$ cat src/rtl/core/dtf_pkg.sv
// shared constants for the dual thermistor to fahrenheit converter
`timescale 1ns / 1ps
`default_nettype none
package dtf_pkg;
  localparam int ADC_BITS_DEF = 10;
  localparam int DIV_BITS = 24;
  localparam logic [DIV_BITS-1:0] DIVIDEND = 24'd10240000;
  localparam logic [DIV_BITS-1:0] SERIES_OHMS = 24'd10000;
  localparam int SQ_STEPS = 28;
  localparam int QUO_BITS = 18;
  localparam logic [29:0] LN2_Q30 = 30'd744261118;
  localparam logic [41:0] COEF_A_Q48 = 42'd317387682190;
  localparam logic [27:0] COEF_B_Q40 = 28'd257673681;
  localparam logic [24:0] COEF_C_Q48 = 25'd24482861;
  localparam logic [55:0] SCALE_Q48 = 56'd180 << 48;
  localparam logic signed [19:0] KELVIN_FAHR_CENTI = 20'sd45967;
  localparam int LANE_LAT = DIV_BITS + 3 + SQ_STEPS + 5 + QUO_BITS;
  localparam int PADDR_BITS = 3;
  localparam logic REG_OFFSET = 1'b0;
endpackage
`default_nettype wire

$ cat src/rtl/core/dtf_merge.sv
// offset, fault masking and mean of both lanes, output register
`timescale 1ns / 1ps
`default_nettype none
module dtf_merge import dtf_pkg::*; (
  input  logic                clk,
  input  logic                en,
  input  logic [QUO_BITS-1:0] quo_a,
  input  logic [QUO_BITS-1:0] quo_b,
  input  logic [1:0]          flt,
  input  logic [11:0]         offset,
  output logic [17:0]         temp_a,
  output logic [17:0]         temp_b,
  output logic [17:0]         temp_mean,
  output logic [1:0]          fault
);
  logic signed [19:0] off_w;
  logic signed [19:0] ta;
  logic signed [19:0] tb;
  logic signed [19:0] sum;
  logic signed [19:0] mean;

  assign off_w = 20'(signed'(offset));
  assign ta = signed'(20'(quo_a)) - KELVIN_FAHR_CENTI + off_w;
  assign tb = signed'(20'(quo_b)) - KELVIN_FAHR_CENTI + off_w;
  assign sum = ta + tb;
  assign mean = sum >>> 1;

  always_ff @(posedge clk) begin
    if (en) begin
      temp_a    <= flt[0] ? '0 : ta[17:0];
      temp_b    <= flt[1] ? '0 : tb[17:0];
      temp_mean <= (flt != 2'b00) ? '0 : mean[17:0];
      fault     <= flt;
    end
  end
endmodule
`default_nettype wire

$ cat config.mk
export PLATFORM = sky130hd
export DESIGN_NAME = dtf_merge
export DESIGN_NICKNAME = d
export VERILOG_FILES = /design/src/rtl/core/dtf_pkg.sv /design/src/rtl/core/dtf_merge.sv
export SDC_FILE = /design/constraint.sdc
export NUM_CORES = 1
export LEC_CHECK = 0
export ABC_AREA = 0
export BUFFER_PORTS_ARGS = -buffer_cell sky130_fd_sc_hd__buf_2
export CAP_MARGIN = 20
export CORE_MARGIN = 2
export CORE_UTILIZATION = 25
export CTS_CLUSTER_SIZE = 25
export DETAILED_ROUTE_END_ITERATION = 8
export SKIP_LAST_GASP = 1
export SLEW_MARGIN = 20
export SYNTH_ARGS = -nofsm -noshare
export SYNTH_HDL_FRONTEND = slang
export SYNTH_SLANG_ARGS = --single-unit
export TNS_END_PERCENT = 10
$ cat constraint.sdc
create_clock -name clk -period 6.1 [get_ports clk]
set_clock_uncertainty 0.2 [all_clocks]
set_input_delay 0.915 -clock clk [delete_from_list [all_inputs] [get_ports clk]]
set_output_delay 0.915 -clock clk [all_outputs]
set_load 0.02 [all_outputs]
# Word level (Yosys, flattened, before mapping)
# Cells that the tools add are included.
totals:
  regBits: 56
  in_bits: 52
  out_inout_bits: 56
op_classes:
  add_sub_neg: 5
  n_reduce_logical: 1
op_table:
  columns: ["op", "n"]
  rows:
  - ["adder 19 x 12 -> 19 bit", 2]
  - ["subtractor 18 x 16 -> 19 bit, second input constant", 2]
  - ["adder 19 bit", 1]
  - ["nonzero test 2 bit", 1]

# Logic depth before layout (Yosys ltp)
logic_depth:
  ltp_word: 3
  mapped_depth: 22
  mapped_depth_nobuf: 22

# Worst setup path after synthesis
# No wires, ideal clock.
synth_timing:
  kind: "input-to-reg"
  startpoint: "input offset[1]"
  endpoint: "register temp_mean[17] (data pin)"
  arrival_ns: 4.422
  t_required_ns: 5.634
  slack_ns: 1.212
  stages: 17
  path_buffers: 0
  path_cell_list: "ha_1 > ha_1 > fa_1 > a21o_1 > a221oi_2 > nor3_1 > o31a_1 > o21ai_0 > a21boi_0 > o21ai_0 > nand2_1 > xor2_1 > ha_1 > or3_1 > o2111ai_1 > a21o_1 > a21oi_2"
synth_between:
  elab_chain_cells: 2
  elab_cells_between_ends: 3
  classes_between: "add/sub: 3"
synth_lines:
  columns: ["item", "line", "source"]
  rows:
  - ["start, declared", "dtf_merge.sv:10", "input logic [11:0] offset,"]
  - ["adder 19 x 12 -> 19 bit", "dtf_merge.sv:23", "assign ta = signed'(20'(quo_a)) - KELVIN_FAHR_CENTI + off_w;"]
  - ["via ta[15]", "dtf_merge.sv:17", "logic signed [19:0] ta;"]
  - ["adder 19 bit", "dtf_merge.sv:25", "assign sum = ta + tb;"]
  - ["end signal, assigned", "dtf_merge.sv:32", "temp_mean <= (flt != 2'b00) ? '0 : mean[17:0];"]
  - ["end, declared", "dtf_merge.sv:13", "output logic [17:0] temp_mean,"]
# The timed path passes the listed nets, and every way through them passes these cells.
# A chain may end at the register's enable or synchronous reset.

# Worst setup path after layout
# Ends and elaborated chain as after synthesis.

==> metrics.md <==
| Metric | Value |
|---|---|
| Fmax | `197 MHz` |
| Filler cell count | `2,078` |
| Sequential area share after synthesis | `34.2%` |
| Sw power | `0.698 mW` |
| PD cells | `303 nW/um2` |
| Int Pwr | `1.10 mW` |
| Largest area contributor in the netlist | `edfxtp_1` |
| CTS H-tree lvls | `2` |
| Fin crit share | `83.2%` |
| Switching share of power | `38.7%` |
| Slew at the pin closest to its max-slew limit | `724 ps` |
| Die footprint | `20,800 um2` |
| Vias | `3,775` |
| # hold bufs at CTS | `0` |
| Avg WL per Cell | `12.8 um` |
| Critical path type | `in -> reg` |
| Slew HR | `51.7%` |
| Largest net degree at the start of global routing | `57` |
| Remaining antenna violation count | `0` |
| Worst path cell trace | `buf_2 > ha_1 > ha_1 > fa_1 > a21o_1 > a221oi_2 > nor3_1 > o31a_1 > o21ai_0 > a21boi_0 > o21ai_0 > nand2_1 > xor2_1 > ha_1 > or3_1 > o2111ai_1 > a21o_1 > a21oi_2` |
| Total global-route track usage | `10.8%` |
| Compound-Gate Fraction of Synth Area | `15.4%` |
| Hold WS | `901 ps` |
| First-pass GRT wire length | `17.5 mm` |
| Top cells by area, synth | `edfxtp_1 (34%), ha_1 (22%), inv_1 (5.5%)` |
| CTS tree | `yes` |
| Drt drc | `0` |
| Fin. Hold Viols | `0` |
| Fin. max-slew vios | `0` |
| Setup ws final | `1030 ps` |
| Total design power | `1.80 mW` |
| EDFF count, synth | `56` |
| Synth Area in Adders | `23.4%` |
| CTS Buffer Depth | `2` |
| Gpl congestion | `0.824` |
| Synth unique cells | `57` |
| Cell area after synthesis | `4910 um2` |
| Buffers on Ports | `107` |
| Async SR Flop Fraction | `0%` |
| Initial antenna violation count | `0` |
| Leak | `2.73 nW` |
| Syn_area_per_cell | `9.73 um2` |
| Crit path time final | `5070 ps` |
| Root buf cell | `clkbuf_16` |
| Pre-CTS setup slack | `750 ps` |
| Largest family of logic cells by synthesized area | `adder cells` |
| Initial core utilization | `25.3%` |
| Antenna diodes | `0` |
| Hold EP | `fault[0]` |
| Status | `finished clean` |
| Total routed wirelength | `11.3 mm` |
| Most frequent CP cell | `ha_1` |
| Largest stage delay, worst path | `400 ps` |
| CP arrival | `4910 ps` |
| Cell count after synthesis | `505` |
| CTS Buf Count | `5` |
| Clock-pin transition on the worst setup and hold timing paths | `70 ps` |
| Synthesized flop and latch total | `56` |
| Share of post-route cells with drive strength above 1 | `21.6%` |
| TNS Setup | `0 ps` |
| Slowest stage cell, crit path | `fa_1` |
| CORE AREA | `19,400 um2` |
| Die H | `144 um` |
| Post-synthesis mux area share | `0.204%` |
| Reg power frac | `28.8%` |
| Critical Path Source Type | `input port` |
| Nets | `756` |
| Max-cap viol count | `0` |
| Simple-gate share of the synthesized area | `14.6%` |
| # IOs | `108` |
| Xor/xnor share of the synthesized area | `6.24%` |
| Detailed Routing Iterations Pass 1 | `4` |
| Post-CTS Setup Bufs | `0` |
| Gate power share | `53.0%` |
| Crit path required time | `5940 ps` |
| Area Growth Syn to Fin | `20.8%` |
| # clock sinks | `56` |
| Syn_nets | `647` |
| RSZ-0062 raised after global routing | `no` |
| Peak supply drop | `0.116 mV` |
| Vias in the first global route | `3,567` |
| Detail Placement HPWL | `9.58 mm` |
| Total grt overflow | `0` |
| Hold WC Path Type | `in -> reg` |
| HP Start | `flt[0]` |
| DRT iter0 DRCs | `147` |
| Synth Flop Type | `edfxtp_1` |
| Worst Path Max Fanout | `5` |
| Clk pwr share | `18.2%` |
| Routed vias/inst | `4.29` |
| Chip width | `144 um` |
| Worst setup EP type | `register` |
| Synth warn | `0` |
| Resize count post-CTS | `0` |
| Top-area cell type share of the netlist area | `34.2%` |
| Final setup fails | `0` |
| Cell Rows | `51` |
| Worst hold stages | `1` |
-- cells in the final DEF, fill, tap and decap left out, drive strengths merged, types with 3 or more instances in the layout --
cell type,n
a211oi,4
a21boi,6
a21o,8
a21oi,28
a31oi,4
and2,3
and3,3
buf,108
clkbuf,5
edfxtp,56
fa,3
ha,87
inv,73
nand2,16
nand2b,6
nand3,5
nor2,39
nor2b,34
nor3,12
o21a,8
o21ai,23
o21bai,6
o31a,3
or2,6
or3,5
xnor2,20
xor2,15
-- stage by stage --
stage	cell area, um2	instances	utilization [%]
after global placement	5770	872	29.7
after floorplan	4910	505	-
after detailed placement	5770	872	29.7
after CTS	5940	880	30.6
final	5940	880	30.6
after global routing	5940	880	30.6
-- Yosys cell counts (all sizes together), types with 2 or more instances --
cell type,n
nand2,16
nor3,12
a31oi,4
o211a,2
a21oi,28
nor4,2
a21boi,6
a211oi,4
o31a,3
and3,3
and2,3
o31ai,2
o21a,8
edfxtp,56
or3,5
clkbuf,5
xor2,15
xnor2,20
a2111oi,2
nand3,5
o21ai,23
nand2b,6
o21bai,6
a311oi,2
a21o,8
ha,87
nor2,39
o41ai,2
fa,3
nor2b,34
inv,72
or2,6
-- metal layers --
metal  share of wire (%)  GRT usage (%)  up-vias
li1                    -              -     1996
met1                  51           15.1     1702
met2                  44           17.4       69
met3                 3.6           1.23        8
met4                 1.5           3.22        0
met5                   0              0        -
-- power groups by stage --
stage	registers, mW	logic (mW)	clock network [mW]
after CTS	0.521	0.960	0.339
after detailed placement	0.529	0.954	0
final	0.519	0.954	0.327
after global routing	0.527	1.07	0.351
after floorplan	0.611	0.642	0
after global placement	0.531	0.947	0
-- cell families after synthesis --
group | count (synthesis)
AO/OA/AOI/OAI | 109
XOR/XNOR | 35
adder cells (fa/ha/maj) | 90
buffers and inverters | 78
flip-flops | 56
multiplexers | 1
AND/OR/NAND/NOR | 136
-- worst max-delay path: cells and delay by family --
family | cells | cell delay (ps)
AOI/OAI and AO/OA | 9 | 2000
xor gates and xnor gates | 1 | 170
adders and majority gates | 4 | 1140
buffers and inverters | 1 | 110
and+or+nand+nor | 3 | 560
-- worst max-delay path by stage --
stage	from	endpoint	slack [ps]	depth (start not counted)
final	offset[1]	temp_mean[17]	1030	18
after global routing	offset[1]	temp_mean[16]	610	18
after CTS	offset[1]	temp_mean[17]	1050	18
after detailed placement	offset[1]	temp_mean[17]	750	18
after global placement	offset[1]	temp_mean[17]	830	18
after floorplan	offset[1]	temp_mean[17]	1210	17
-- flip-flops by register name, summed over array words and instances, names as in the netlist --
register,flops
fault,2
temp_a,18
temp_b,18
temp_mean,18
-- cell type report --
| type | count | area (um2) | share of cell area [%] |
|---|---|---|---|
| sequential | 56 | 1680 | 28.3 |
| clock inverter | 3 | 46.3 | 0.780 |
| inverter | 72 | 270 | 4.55 |
| clock buffer | 5 | 125 | 2.11 |
| multi-input combinational | 371 | 2940 | 49.5 |
| timing repair buffer | 108 | 543 | 9.14 |
| tap | 265 | 332 | 5.58 |
(Power assumes the default switching activity.)
